**src/hw/rtl/nva_pkg.sv**
```systemverilog
`timescale 1ns / 1ps
// ----------------------------------------------------------------------------
// Note voice allocator package
// Sizes, codes, the shared map update type and the note replay rate table.
// ----------------------------------------------------------------------------
package nva_pkg;

  // Pool sizes.
  localparam int CHANNEL_COUNT = 64;
  localparam int NOTE_COUNT    = 128;

  // Fixed field widths of the event and result transactions.
  localparam int NOTE_W    = 7;
  localparam int CHANNEL_W = 6;
  localparam int RATE_W    = 18;
  localparam int ACTION_W  = 2;

  // Index widths that follow from the pool sizes.
  localparam int CHAN_IDX_W = $clog2(CHANNEL_COUNT);
  localparam int NOTE_IDX_W = $clog2(NOTE_COUNT);

  typedef enum logic {
    OP_NOTE_ON  = 1'b0,
    OP_NOTE_OFF = 1'b1
  } opcode_t;

  typedef enum logic [ACTION_W-1:0] {
    ACT_NONE  = 2'd0,
    ACT_START = 2'd1,
    ACT_STOP  = 2'd2
  } action_t;

  // One map update, shared by the note map and the channel pool.
  typedef struct packed {
    logic                  start;
    logic                  stop;
    logic [NOTE_IDX_W-1:0] note;
    logic [CHAN_IDX_W-1:0] chan;
  } upd_t;

  // Result of looking a note up in the note map.
  typedef struct packed {
    logic                  assigned;
    logic [CHAN_IDX_W-1:0] chan;
  } lookup_t;

  // Note frequency times sixteen, rounded down.
  localparam logic [RATE_W-1:0] RATE_TABLE [128] = '{
    18'd130,    18'd138,    18'd146,    18'd155,    18'd164,    18'd174,
    18'd184,    18'd195,    18'd207,    18'd220,    18'd233,    18'd246,
    18'd261,    18'd277,    18'd293,    18'd311,    18'd329,    18'd349,
    18'd369,    18'd391,    18'd415,    18'd440,    18'd466,    18'd493,
    18'd523,    18'd554,    18'd587,    18'd622,    18'd659,    18'd698,
    18'd739,    18'd783,    18'd830,    18'd880,    18'd932,    18'd987,
    18'd1046,   18'd1108,   18'd1174,   18'd1244,   18'd1318,   18'd1396,
    18'd1479,   18'd1567,   18'd1661,   18'd1760,   18'd1864,   18'd1975,
    18'd2093,   18'd2217,   18'd2349,   18'd2489,   18'd2637,   18'd2793,
    18'd2959,   18'd3135,   18'd3322,   18'd3520,   18'd3729,   18'd3951,
    18'd4186,   18'd4434,   18'd4698,   18'd4978,   18'd5274,   18'd5587,
    18'd5919,   18'd6271,   18'd6644,   18'd7040,   18'd7458,   18'd7902,
    18'd8372,   18'd8869,   18'd9397,   18'd9956,   18'd10548,  18'd11175,
    18'd11839,  18'd12543,  18'd13289,  18'd14080,  18'd14917,  18'd15804,
    18'd16744,  18'd17739,  18'd18794,  18'd19912,  18'd21096,  18'd22350,
    18'd23679,  18'd25087,  18'd26579,  18'd28160,  18'd29834,  18'd31608,
    18'd33488,  18'd35479,  18'd37589,  18'd39824,  18'd42192,  18'd44701,
    18'd47359,  18'd50175,  18'd53159,  18'd56320,  18'd59668,  18'd63217,
    18'd66976,  18'd70958,  18'd75178,  18'd79648,  18'd84384,  18'd89402,
    18'd94718,  18'd100350, 18'd106318, 18'd112640, 18'd119337, 18'd126434,
    18'd133952, 18'd141917, 18'd150356, 18'd159297, 18'd168769, 18'd178804,
    18'd189437, 18'd200701
  };

endpackage

```
**src/hw/rtl/nva_owner_map.sv**
```systemverilog
`timescale 1ns / 1ps
`default_nettype none
// ----------------------------------------------------------------------------
// Note voice allocator note map
// Per-note assigned flags in flip-flops and the owning channel in a memory
// with a registered read, forwarded when the entry was written on the same edge.
// ----------------------------------------------------------------------------
module nva_owner_map (
  input  wire logic                          clk,
  input  wire logic                          rst,
  input  wire logic [nva_pkg::NOTE_IDX_W-1:0] rd_note,
  input  wire logic [nva_pkg::NOTE_IDX_W-1:0] lookup_note,
  input  wire nva_pkg::upd_t                  upd,
  output nva_pkg::lookup_t                    lookup
);

  logic [nva_pkg::NOTE_COUNT-1:0] assigned;
  logic [nva_pkg::CHAN_IDX_W-1:0] chan_mem [nva_pkg::NOTE_COUNT];
  logic [nva_pkg::CHAN_IDX_W-1:0] rd_data;
  logic                           fwd_hit;
  logic [nva_pkg::CHAN_IDX_W-1:0] fwd_chan;

  always_ff @(posedge clk) begin
    if (rst) begin
      assigned <= '0;
    end else if (upd.start) begin
      assigned[upd.note] <= 1'b1;
    end else if (upd.stop) begin
      assigned[upd.note] <= 1'b0;
    end
  end

  // The read sees the old contents when the same entry is written on this edge.
  always_ff @(posedge clk) begin
    if (upd.start) begin
      chan_mem[upd.note] <= upd.chan;
    end
    rd_data <= chan_mem[rd_note];
  end

  always_ff @(posedge clk) begin
    if (rst) begin
      fwd_hit <= 1'b0;
    end else begin
      fwd_hit <= upd.start && (upd.note == rd_note);
    end
    fwd_chan <= upd.chan;
  end

  assign lookup.assigned = assigned[lookup_note];
  assign lookup.chan     = fwd_hit ? fwd_chan : rd_data;

endmodule
`default_nettype wire

```
**src/hw/rtl/nva_channel_pool.sv**
```systemverilog
`timescale 1ns / 1ps
`default_nettype none
// ----------------------------------------------------------------------------
// Note voice allocator channel pool
// Busy bitmap of the channels and a priority encoder for the lowest free one.
// ----------------------------------------------------------------------------
module nva_channel_pool (
  input  wire logic                          clk,
  input  wire logic                          rst,
  input  wire nva_pkg::upd_t                  upd,
  output logic                               free_found,
  output logic [nva_pkg::CHAN_IDX_W-1:0]      free_chan
);

  logic [nva_pkg::CHANNEL_COUNT-1:0] chan_busy;

  always_ff @(posedge clk) begin
    if (rst) begin
      chan_busy <= '0;
    end else if (upd.start) begin
      chan_busy[upd.chan] <= 1'b1;
    end else if (upd.stop) begin
      chan_busy[upd.chan] <= 1'b0;
    end
  end

  // Scanning downwards leaves the lowest free channel selected.
  always_comb begin
    free_found = 1'b0;
    free_chan  = '0;
    for (int i = nva_pkg::CHANNEL_COUNT - 1; i >= 0; i--) begin
      if (!chan_busy[i]) begin
        free_found = 1'b1;
        free_chan  = nva_pkg::CHAN_IDX_W'(i);
      end
    end
  end

endmodule
`default_nettype wire

```
**src/hw/rtl/note_voice_allocator.sv**
```systemverilog
`timescale 1ns / 1ps
`default_nettype none
// ----------------------------------------------------------------------------
// Note voice allocator
// Maps note-on and note-off events onto a pool of synthesizer channels,
// first free channel first, and issues start and stop commands.
// ----------------------------------------------------------------------------
//
//   Channel   Handshake            Payload
//   -------   ------------------   -----------------------------------
//   event     start / busy         opcode, note_number, velocity
//   command   done (one cycle)     action, channel, replay_rate
//
// Every event transaction produces exactly one command transaction. Its done
// pulse comes from the command register, which follows the event register,
// and lasts one cycle. A new event is taken on every cycle: the note map,
// the busy bitmap with its priority encoder and the rate table are all
// resolved between the event register and the command register, so busy
// stays low. Reset is synchronous and clears the assigned flags and the busy
// bitmap directly; no clearing pass is needed. The receiver cannot stall.
//
// Velocity is taken with the event but has no effect on the command.
// ----------------------------------------------------------------------------
module note_voice_allocator (
  input  wire logic                          clk,
  input  wire logic                          rst,
  input  wire logic                          start,
  output logic                               busy,
  input  wire logic                          opcode,
  input  wire logic [nva_pkg::NOTE_W-1:0]     note_number,
  input  wire logic [nva_pkg::NOTE_W-1:0]     velocity,
  output logic                               done,
  output logic [nva_pkg::ACTION_W-1:0]        action,
  output logic [nva_pkg::CHANNEL_W-1:0]       channel,
  output logic [nva_pkg::RATE_W-1:0]          replay_rate
);

  // Event register.
  logic                           item_valid;
  logic                           op_q;
  logic [nva_pkg::NOTE_W-1:0]     note_q;

  // Decision logic.
  nva_pkg::lookup_t               lookup;
  nva_pkg::upd_t                  upd;
  logic                           free_found;
  logic [nva_pkg::CHAN_IDX_W-1:0] free_chan;
  logic                           note_ok;
  logic                           is_off;
  nva_pkg::action_t               action_next;

  logic accept;

  // The pipeline never backs up, so an event is always welcome.
  assign busy   = 1'b0;
  assign accept = start && !busy;

  always_ff @(posedge clk) begin
    if (rst) begin
      item_valid <= 1'b0;
    end else begin
      item_valid <= accept;
    end
    if (accept) begin
      op_q   <= opcode;
      note_q <= note_number;
    end
  end

  // The note map reads its channel memory with the incoming note, so the
  // registered read lines up with the event register.
  nva_owner_map u_owner_map (
    .clk         (clk),
    .rst         (rst),
    .rd_note     (note_number[nva_pkg::NOTE_IDX_W-1:0]),
    .lookup_note (note_q[nva_pkg::NOTE_IDX_W-1:0]),
    .upd         (upd),
    .lookup      (lookup)
  );

  nva_channel_pool u_channel_pool (
    .clk        (clk),
    .rst        (rst),
    .upd        (upd),
    .free_found (free_found),
    .free_chan  (free_chan)
  );

  // A note outside the table of notes gets an empty command (a seven-bit note never is).
  assign note_ok = (32'(note_q) < nva_pkg::NOTE_COUNT);
  assign is_off  = (op_q == nva_pkg::OP_NOTE_OFF);

  // A note-on takes a channel only if the note is silent and a channel is
  // free; a note-off releases the channel of a sounding note.
  always_comb begin
    upd.start = item_valid && note_ok && !is_off && !lookup.assigned && free_found;
    upd.stop  = item_valid && note_ok && is_off && lookup.assigned;
    upd.note  = note_q[nva_pkg::NOTE_IDX_W-1:0];
    upd.chan  = upd.start ? free_chan : lookup.chan;
    if (upd.start) begin
      action_next = nva_pkg::ACT_START;
    end else if (upd.stop) begin
      action_next = nva_pkg::ACT_STOP;
    end else begin
      action_next = nva_pkg::ACT_NONE;
    end
  end

  // Command register.
  always_ff @(posedge clk) begin
    if (rst) begin
      done <= 1'b0;
    end else begin
      done <= item_valid;
    end
    action      <= action_next;
    channel     <= (upd.start || upd.stop) ? nva_pkg::CHANNEL_W'(upd.chan) : '0;
    replay_rate <= upd.start ? nva_pkg::RATE_TABLE[note_q] : '0;
  end

endmodule
`default_nettype wire

```
**config.mk**
```make
export PLATFORM = sky130hd
export DESIGN_NAME = note_voice_allocator
export DESIGN_NICKNAME = d
export VERILOG_FILES = /design/src/hw/rtl/nva_pkg.sv /design/src/hw/rtl/nva_owner_map.sv /design/src/hw/rtl/nva_channel_pool.sv /design/src/hw/rtl/note_voice_allocator.sv
export SDC_FILE = /design/constraint.sdc
export NUM_CORES = 1
export LEC_CHECK = 0
export BUFFER_PORTS_ARGS = -buffer_cell sky130_fd_sc_hd__clkbuf_2
export CAP_MARGIN = 20
export CORE_MARGIN = 2
export CORE_UTILIZATION = 23
export DETAILED_ROUTE_END_ITERATION = 7
export GPL_TIMING_DRIVEN = 0
export PLACE_DENSITY_LB_ADDON = 0.2
export SETUP_SLACK_MARGIN = 0.1
export SYNTH_ARGS = -nofsm -noshare
export SYNTH_HDL_FRONTEND = slang
export SYNTH_SLANG_ARGS = --single-unit
```
**constraint.sdc**
```tcl
create_clock -name clk -period 11.95 [get_ports clk]
set_clock_uncertainty 0.2 [all_clocks]
set_input_delay 2.39 -clock clk [delete_from_list [all_inputs] [get_ports clk]]
set_output_delay 2.39 -clock clk [all_outputs]
set_load 0.02 [all_outputs]
```
# After elaboration in Yosys (flattened, before gate mapping)
# Memory sizes are Yosys's and may differ from the RTL's. A register that Yosys moved wholly into a read port is not among the register bits.
# Cells that the tools add are included.
[classes]
n_bitwise = 7
order_cmp = 4
n_mux = 143
eq_ne = 1
reduce_logical = 13
[op_table]
columns = ["op", "n"]
rows = [
  ["$mux W6", 66],
  ["$mux W128", 2],
  ["$and A128 B128 Y128", 1],
  ["$mux W64", 2],
  ["$not A128 Y128", 1],
  ["$or A128 B128 Y128", 1],
  ["$mux W1", 69],
  ["$and A64 B64 Y64", 1],
  ["$not A64 Y64", 1],
  ["$or A64 B64 Y64", 1],
  ["$logic_and A1 B1 Y1", 8],
  ["$lt A7 B8 Y1 const B", 1],
  ["$not A7 Y8", 1],
  ["$bmux W1 S7", 1],
  ["$demux W1 S7", 1],
  ["$eq A7 B7 Y1", 1],
  ["$ge A7 B1 Y1 const B", 1],
  ["$lt A6 B7 Y1 const B", 1],
  ["$demux W1 S6", 1],
  ["$ge A6 B1 Y1 const B", 1],
  ["$logic_not A1 Y1", 3],
  ["$mux W2", 1],
  ["$reduce_bool A2 Y1", 1],
  ["$logic_or A1 B1 Y1", 1],
]
[word_totals]
output_inout_bits = 28
mem_bits_rw = 768
n_memories = 2
in_bits = 18
wordCells = 180
reg_bits = 217
rom_bits = 2304
[mem_list]
columns = ["memory", "words", "word_bits", "read_ports", "rd_ports_with_merged_regs", "write_ports", "line", "source"]
rows = [
  ["(no name shown)", 128, 18, 1, 1, 0, "note_voice_allocator.sv:118", "replay_rate <= upd.start ? nva_pkg::RATE_TABLE[note_q] : '0;"],
  ["u_owner_map.chan_mem", 128, 6, 1, 1, 1, "nva_owner_map.sv:18", "logic [nva_pkg::CHAN_IDX_W-1:0] chan_mem [nva_pkg::NOTE_COUNT];"],
]

# Longest topological paths before layout
# Gate-level depths: netlist of the first run.
[depth]
ltp_word = 74
ltp_mapped = 16
ltp_nobuf = 10

# Cells and area by module
# A second synthesis of the first run with hierarchy kept.
[hier_totals]
cells_unflattened = 2897
area_unflattened_um2 = 42283.1
[modules_own_cells]
columns = ["module", "area_each_um2", "cells_each", "instances", "seq_area_each_um2"]
rows = [
  ["nva_owner_map", 35547.8, 2039, 1, 25884.8],
  ["nva_channel_pool", 3602.2, 449, 1, 1281.2],
  ["note_voice_allocator", 3133.0, 409, 1, 800.8],
]

# Worst setup path before layout of the first run
# No wires, ideal clock.
[synth_path]
kind = "register to register"
start = "reg note_q[1] in the netlist's numbering"
end = "mem u_owner_map.chan_mem[0][4] in the netlist's numbering (data pin)"
setup_slack_ps = 3042
path_stages_with_launch = 15
path_buffers = 6
setup_ps = 1215
required_ps = 10535
arrival_time_ps = 7493
period_less_slack_ps = 8908
path_cell_list = "edfxtp_1 -> buf_2 -> buf_6 -> buf_2 -> nand2b_1 -> clkbuf_1 -> o211ai_1 -> a21oi_1 -> a31oi_1 -> nand3_1 -> nand2_2 -> buf_2 -> inv_1 -> clkbuf_1 -> o21ai_0"
[synth_rtl]
columns = ["element", "line", "source"]
rows = [
  ["start, declared", "note_voice_allocator.sv:41", "logic [nva_pkg::NOTE_W-1:0] note_q;"],
  ["start signal, assigned", "note_voice_allocator.sv:66", "note_q <= note_number;"],
  ["end, declared", "nva_owner_map.sv:18", ""],
]

==> impl_metrics.tcl, run 1 <==
set metrics [dict create \
    status "completed" \
    critPathArrivalTime_ps 6540 \
    first_pass_iters 5 \
    setup_tns_ps 0 \
    finalSetupViolCount 0 \
    drc 0 \
    syn_to_final_growth_pct 22.0 \
    grt_pass1_wl_um 219000 \
    yosys.area.top_type "edfxtp_1" \
    antenna_found_initial 9 \
    netlist_instances 2754 \
    synthSimpleGateAreaFrac_pct 7.05 \
    synthMuxAreaShare_pct 15.3 \
    synth-warning-count 0 \
    p_leak_uw 0.0158 \
    yosys.cell_count.top_type "edfxtp_1" \
    synth-compound-area-share_pct 9.42 \
    rsz0062_at_grt "no" \
    reg2reg_slack_ps 5890 \
    period_share_pct 51.4 \
    cts.hold.buffers_added 0 \
    period_minus_slack_ps 6140 \
    grt_start_max_net_pins 39 \
    ys.flop_type "edfxtp_1" \
    startpoint_type "primary input" \
    hold_path.class "reg2reg" \
    crit_top_cell "mux4_2" \
    ys_seq_area_share_pct 65.6 \
    coreArea_mm2 0.185 \
    cts_resized 0 \
    fmax_mhz 163 \
    timing.critical_path.buf_inv 3 \
    cts_tree "done" \
    vias 27700 \
    clock_sinks 1009 \
    clkTransAtPathRegs_ps 60 \
    critPathKind "in2reg" \
    pin_count 46 \
    grt_pass1_vias 27300 \
    routed_wl_um 156000 \
    synth_nets 2778 \
    relSlewSlack_pct 17.4 \
    postCtsSetupRepairBufs 0 \
    worstPathRequired_ps 12350 \
    tightest_slew_ps 1240 \
    die-area_mm2 0.189 \
    cpPeakStageDelay_ps 930 \
    synth_top_family_by_area "multiplexers" \
    die_w_um 435 \
    ys_types 87 \
    post-place-ws_ps 5030 \
    cp_cell_sequence "clkbuf_2 > clkbuf_1 > clkbuf_1 > mux4_2 > mux4_2 > mux4_2 > mux2_2" \
    dp.cells 5411 \
    viasPerCell 4.92 \
    numCtsBuffers 113 \
    synth_xor_area_share_pct 0.164 \
    initial_core_util_pct 23.1 \
    fin_util_pct 28.1 \
    cts_max_level 3 \
    drive_gt1_share_pct 25.7 \
    clock_path_buffers 3 \
    netlist_area_mm2 0.0426 \
    routabilityCongestion 0.961 \
    yosys_register_bits 1009 \
    crit_fanout 10 \
    synth.top_cells.by_count "edfxtp_1 (776), mux4_2 (273), dfxtp_1 (233), nand2_1 (158), nor2_1 (145)" \
    crit_family "buffers and inverters" \
    slowest_stage "clkbuf_1" \
    portBuffers 37 \
    routedWlPerCell_um 27.7 \
    ir_worst_vdd_mv 0.119 \
    nNetsFinal 3079 \
    overflow 0 \
    die_y_um 435 \
    power.total_uw 8390 \
    cts-root-buf "clkbuf_16" \
    final_cells 5630 \
    finalMaxSlewViolations 0 \
    synth_top_area_share_pct 54.6 \
    dp_hpwl_um 113000 \
    end_kind "flip-flop" \
    worst_slack_ps 5810 \
    drtIter0Drc 3153 \
    ant_nets 0 \
    hold_viol_final 0 \
    drv_cap 0 \
    synth.avg_cell_area_um2 15.5 \
    std_cell_rows 158 \
    async_flop_share_pct 0 \
    synth_fa_ha_area_share_pct 0.176 \
    clock_latency_ps 760 \
    synthTopCellsByArea "edfxtp_1 (55%), mux4_2 (14%), dfxtp_1 (11%)" \
    p_per_area_mw_per_mm2 161 \
    synth_edf_count 776 \
    grt_use_total_pct 16.4 \
]
-- per-layer routing --
metal	global-route usage [%]	wire length, µm	vias to the layer above	part of all wire [%]
met5	0	62	-	0.040
met4	5.56	5540	6	3.5
met3	2.81	10100	285	6.5
met2	25.6	71000	1159	45
met1	22.9	69300	14500	44
li1	-	-	11700	-
-- layout make-up --
class                   count  area, µm²
clock buffers             137       2950
well taps                2480       3100
plain buffers             213        920
repair buffers            186       1880
clock inverters            71        767
diodes                      2       5.00
multi-input cells        1513      14300
inverters                  19       71.3
fillers                 18700     133000
flip-flops and latches   1009      28000
-- per-stage QoR --
stage	cell area (µm²)	hold slack (ps)
6_report	52000	285
3_3_place_gp	45900	263
2_1_floorplan	42600	248
5_1_grt	52000	323
3_5_place_dp	48200	273
4_1_cts	51900	288
-- report_power, final --
group / internal [µW] / switching [µW] / total (µW)
Clock: 2060 / 1470 / 3520
Sequential: 3920 / 7.23 / 3920
Combinational: 278 / 662 / 940
Total: 6250 / 2140 / 8390
-- layout by cell type (no fill, tap or decap), types with 26 or more instances in the layout --
cell	netlist	layout
nor3_2	1	39
o21ai_0	59	57
clkinv_1	1	27
clkbuf_1	138	158
o21ai_1	64	64
nor4_2	0	64
a21oi_1	113	110
nand4_1	26	26
o21a_1	72	72
buf_1	36	32
a21boi_0	73	73
clkbuf_16	0	113
edfxtp_1	776	776
clkbuf_2	2	40
nor2_1	145	145
nor3_1	76	38
buf_4	6	76
o311ai_1	58	58
mux4_2	273	273
nand2_1	158	158
buf_2	25	44
dfxtp_1	233	233
nand3_1	30	30
-- worst min-delay path: stages (launching register included) --
cell and delay [ps]:
dfxtp_1 320, a21oi_1 60, nor2_1 80
-- final timing paths --
check / to / depth (start not counted) / startpoint
setup / recovery: u_owner_map.rd_data[2] / 7 / note_number[1]
hold / removal: flip-flop / 2 / flip-flop
setup reg to reg: u_owner_map.chan_mem[59][3] / 16 / note_q[1]
hold reg to reg: flip-flop / 2 / flip-flop
-- kinds of logic (layout without fill, tap and decap cells) --
group | after synthesis | in the layout
mux | 308 | 308
other cells | 1 | 3
simple gates | 607 | 607
compound gates | 583 | 583
flops | 1009 | 1009
fa+ha+maj | 6 | 6
buf+inv | 232 | 626
xor+xnor | 8 | 8
(Power assumes the default switching activity.)
==> run 2, diff against run 1 <==
clock period = 6.23 ns   (was 11.95 ns; I/O delays follow)
==> impl_metrics.tcl, run 2 (synthesis gave the netlist of run 1 again) <==
set metrics [dict create \
    status "completed" \
    drc 0 \
    period_minus_slack_ps 5890 \
    final_cells 5654 \
    top_layer_used "met5" \
    mostFrequentLayoutCells "edfxtp_1 (776), mux4_2 (273), dfxtp_1 (233)" \
    cts.hold.buffers_added 0 \
    period_share_pct 94.6 \
    postCtsSetupRepairBufs 0 \
    clkTransAtPathRegs_ps 60 \
    layout_commonest_cell "edfxtp_1" \
    crit_fanout 35 \
    r2r_cells 15 \
    clock_sinks 1009 \
    setup_tns_ps 0 \
    hold_path.class "reg2reg" \
    die_w_um 435 \
    reg2reg_slack_ps 340 \
    wl_met1_um 67700 \
    clock_path_buffers 3 \
    dp_hpwl_um 113000 \
    initial_core_util_pct 23.1 \
    cts_max_level 3 \
    wl_met2_um 71800 \
    pin_count 46 \
    rsz0062_at_grt "no" \
    viasPerCell 4.93 \
    startpoint_type "flip-flop" \
    routedWlPerCell_um 27.4 \
    grt_start_max_net_pins 39 \
    tightest_slew_ps 1280 \
    numCtsBuffers 112 \
    critPathKind "reg2reg" \
    p_leak_uw 0.0160 \
    worstPathRequired_ps 6480 \
    die-area_mm2 0.189 \
    dr_wl_met3_um 9580 \
    portBuffers 37 \
    drive_gt1_share_pct 26.3 \
    std_cell_rows 158 \
    finalMaxSlewViolations 0 \
    grt_pass1_wl_um 218000 \
    regToRegEndpoint "u_owner_map.chan_mem[112][3]" \
    antenna_found_initial 10 \
    rr_startpoint "note_q[2]" \
    finalSetupViolCount 0 \
    syn_to_final_growth_pct 22.8 \
    end_kind "flip-flop" \
    drv_cap 0 \
    worst_hold_slack_ps 292 \
    nNetsFinal 3096 \
    routabilityCongestion 0.950 \
    p_per_area_mw_per_mm2 313 \
    grt_pass1_vias 27600 \
    whs_path_depth 2 \
    ant_nets 0 \
    cts_tree "done" \
    fmax_mhz 170 \
    hold_viol_final 0 \
    routed_wl_um 155000 \
    dp.cells 5432 \
    relSlewSlack_pct 14.9 \
    grt_use_total_pct 16.2 \
    drtIter0Drc 2708 \
    startpoint "note_q[2]" \
    clock_latency_ps 750 \
    cts_resized 0 \
    worst_slack_ps 338 \
    ir_worst_vdd_mv 0.246 \
    first_pass_iters 6 \
    critPathArrivalTime_ps 6140 \
    cts-root-buf "clkbuf_16" \
    coreArea_mm2 0.185 \
    nFillCells 18600 \
    die_y_um 435 \
    power.total_uw 16400 \
    overflow 0 \
    post-place-ws_ps 467 \
    vias 27900 \
]
run 2: power by group:
group | internal, µW | leakage (µW) | switching, µW | total (µW)
logic | 533 | 0.00523 | 1270 | 1800
registers | 7510 | 0.00887 | 14.7 | 7530
clock network | 4180 | 0.00188 | 2890 | 7070
run 2: through the flow:
| stage | instance area (µm²) | util (%) |
|---|---|---|
| 2_1_floorplan | 42700 | - |
| 3_3_place_gp | 45900 | 24.9 |
| 3_5_place_dp | 48400 | 26.2 |
| 4_1_cts | 52300 | 28.3 |
| 5_1_grt | 52400 | 28.3 |
| 6_report | 52400 | 28.3 |
run 2: how the worst max path moves through the flow:
stage,to,cells past startpoint
5_1_grt,u_owner_map.chan_mem[44][3],15
2_1_floorplan,u_owner_map.chan_mem[0][1],11
6_report,u_owner_map.chan_mem[112][3],15
3_5_place_dp,u_owner_map.chan_mem[116][3],15
3_3_place_gp,u_owner_map.chan_mem[118][2],12
4_1_cts,u_owner_map.chan_mem[114][3],15
run 2: area by class of cell:
| cell class | instances | area [µm²] | area share [%] |
|---|---|---|---|
| Multi-Input combinational cell | 1513 | 14300 | 27.3 |
| Sequential cell | 1009 | 28000 | 53.4 |
| Antenna cell | 2 | 5.00 | 0.00956 |
| Tap cell | 2480 | 3100 | 5.93 |
| Timing Repair Buffer | 204 | 2070 | 3.95 |
| Buffer | 213 | 917 | 1.75 |
| Clock buffer | 138 | 3040 | 5.80 |
| Clock inverter | 76 | 891 | 1.70 |
| Inverter | 19 | 71.3 | 0.136 |
run 2: worst max-delay path, cell delays in order (launching register included):
cell and delay (ps):
edfxtp_1 480, buf_2 450, buf_4 340, buf_2 390, mux2i_1 180, o211ai_1 180, a21oi_1 70, a31oi_1 380
nand3_1 310, nand2_2 270, buf_2 400, buf_1 620, buf_1 540, a21oi_4 270, buf_12 250, buf_12 180
run 2: metal layers:
| metal | up-vias | track usage [%] |
|---|---|---|
| li1 | 11800 | - |
| met1 | 14700 | 22.2 |
| met2 | 1129 | 25.9 |
| met3 | 287 | 2.56 |
| met4 | 4 | 6.20 |
| met5 | - | 0 |
==> run 3, diff against run 2 <==
--- a/config.mk
+++ b/config.mk
@@ -9,5 +9,5 @@
 export CAP_MARGIN = 20
 export CORE_MARGIN = 2
-export CORE_UTILIZATION = 23
+export CORE_UTILIZATION = 60
 export DETAILED_ROUTE_END_ITERATION = 7
 export GPL_TIMING_DRIVEN = 0
==> constraint.sdc (replaced) <==
create_clock -name clk -period 6.3 [get_ports clk]
set_clock_uncertainty 0.2 [all_clocks]
set_input_delay 0.315 -clock clk [delete_from_list [all_inputs] [get_ports clk]]
set_output_delay 0.315 -clock clk [all_outputs]
set_load 0.02 [all_outputs]
==> impl_metrics.tcl, run 3 (synthesis gave the netlist of run 1 again) <==
set metrics [dict create \
    p_per_area_mw_per_mm2 310 \
    routedWlPerCell_um 37.5 \
    die-area_mm2 0.0732 \
    layout_commonest_cell "edfxtp_1" \
    setup_tns_ps 0 \
    cts_resized 0 \
    critPathKind "reg2reg" \
    dp.cells 3859 \
    first_pass_iters 8 \
    power.total_uw 15400 \
    r2r_cells 15 \
    hold_path.class "in2reg" \
    cp_cell_sequence "buf_2 > buf_6 > buf_2 > nand2b_1 > clkbuf_1 > o211ai_1 > a21oi_1 > a31oi_1 > nand3_1 > nand2_2 > buf_1 > nor2_1 > a21oi_4 > buf_12 > buf_16" \
    worst_slack_ps 334 \
    crit_family "buffers and inverters" \
    mostFrequentLayoutCells "edfxtp_1 (776), mux4_2 (273), dfxtp_1 (233)" \
    clkTransAtPathRegs_ps 70 \
    cts_max_level 3 \
    startpoint_type "flip-flop" \
    pin_count 46 \
    slowest_stage "buf_1" \
    ant_nets 0 \
    postCtsSetupRepairBufs 0 \
    routabilityCongestion 1.02 \
    crit_top_cell "buf_2" \
    dp_hpwl_um 102000 \
    antenna_found_initial 12 \
    cpPeakStageDelay_ps 930 \
    grt_pass1_vias 29500 \
    drc 0 \
    status "completed" \
    period_minus_slack_ps 5970 \
    ir_worst_vdd_mv 0.386 \
    std_cell_rows 97 \
    fin_util_pct 70.7 \
    overflow 0 \
    vias 30400 \
    die_w_um 271 \
    startpoint "note_q[1]" \
    endpoint "u_owner_map.chan_mem[101][1]" \
    finalMaxSlewViolations 0 \
    drv_cap 0 \
    hold_viol_final 0 \
    reg2reg_slack_ps 330 \
    fmax_mhz 168 \
    rsz0062_at_grt "no" \
    final_cells 4093 \
    tightest_slew_ps 1230 \
    cp.depth 15 \
    nNetsFinal 3082 \
    clock_path_buffers 3 \
    grt_start_max_net_pins 49 \
    p_leak_uw 0.0156 \
    relSlewSlack_pct 17.9 \
    routed_wl_um 154000 \
    cts.hold.buffers_added 9 \
    crit_fanout 35 \
    post-place-ws_ps 584 \
    period_share_pct 94.7 \
    drtIter0Drc 5436 \
    timing.critical_path.buf_inv 7 \
    numCtsBuffers 101 \
    finalSetupViolCount 0 \
    portBuffers 37 \
    coreArea_mm2 0.0701 \
    clock_latency_ps 690 \
    rr_startpoint "note_q[1]" \
    regToRegEndpoint "u_owner_map.chan_mem[101][1]" \
    clock_sinks 1009 \
    initial_core_util_pct 60.8 \
    critPathArrivalTime_ps 6260 \
    grt_pass1_wl_um 216000 \
    viasPerCell 7.44 \
    cts-root-buf "clkbuf_16" \
    worstPathRequired_ps 6590 \
    drive_gt1_share_pct 24.4 \
    die_y_um 271 \
    cts_tree "done" \
    grt_use_total_pct 41.9 \
    syn_to_final_growth_pct 16.2 \
    end_kind "flip-flop" \
]
==> run 3: changes by cell type in the layout (fill, tap and decap cells not counted), moves of 5 or more <==
| cell | before | now |
|---|---|---|
| buf_6 | 21 | 12 |
| diode_2 | 2 | 8 |
| clkbuf_16 | 117 | 104 |
| clkinvlp_4 | 14 | 7 |
| nor3_2 | 30 | 10 |
| nor3_1 | 47 | 67 |
| clkbuf_4 | 1 | 10 |
| bufinv_16 | 17 | 10 |
| dlygate4sd3_1 | 0 | 9 |
| clkinv_1 | 17 | 23 |
| buf_8 | 23 | 16 |
| buf_4 | 89 | 84 |
==> run 3: worst min-delay path by stage <==
stage                     cells after the start      start  slack [ps]         end
after CTS                                     3        rst         140  item_valid
after global routing                          3        rst         150  item_valid
final                                         3        rst         170  item_valid
after global placement                        2  flip-flop         260   flip-flop
after detailed placement                      2  flip-flop         270   flip-flop
after floorplan                               0     opcode         210      is_off
==> run 3: per-layer routing <==
layer,routed length [µm],part of all wire [%],global-route usage [%]
met5,138,0.090,0
met4,10300,6.7,22.0
met3,20200,13,11.9
met2,69700,45,64.5
met1,53200,35,54.6
==> run 3: layout make-up <==
class | instances | area [µm²]
clock inverters | 66 | 656
clock buffers | 124 | 2710
flip-flops and latches | 1009 | 28000
multi-input cells | 1513 | 14200
plain buffers | 213 | 913
inverters | 19 | 71.3
repair buffers | 201 | 1880
fillers | 4471 | 20600
well taps | 940 | 1180
diodes | 8 | 20.0
==> run 3: worst reg2reg max path, delay by kind of cell (launching register included) <==
kind / cells / cell delay [ps]
buffers and inverters: 7 / 2530
AOI/OAI and AO/OA: 4 / 1620
and+or+nand+nor: 4 / 880
DFF: 1 / 550
==> run 3: through the flow <==
stage          area [µm²]  hold WS (ps)
3_3_place_gp        44000           263
4_1_cts             49300           139
3_5_place_dp        45800           274
6_report            49600           168
5_1_grt             49500           146
2_1_floorplan       42700           214
==> run 3: report_power, final <==
| part | switching [µW] | leakage (µW) | internal (µW) |
|---|---|---|---|
| clock network | 2710 | 0.00162 | 3480 |
| logic | 1240 | 0.00514 | 497 |
| registers | 23.4 | 0.00887 | 7430 |
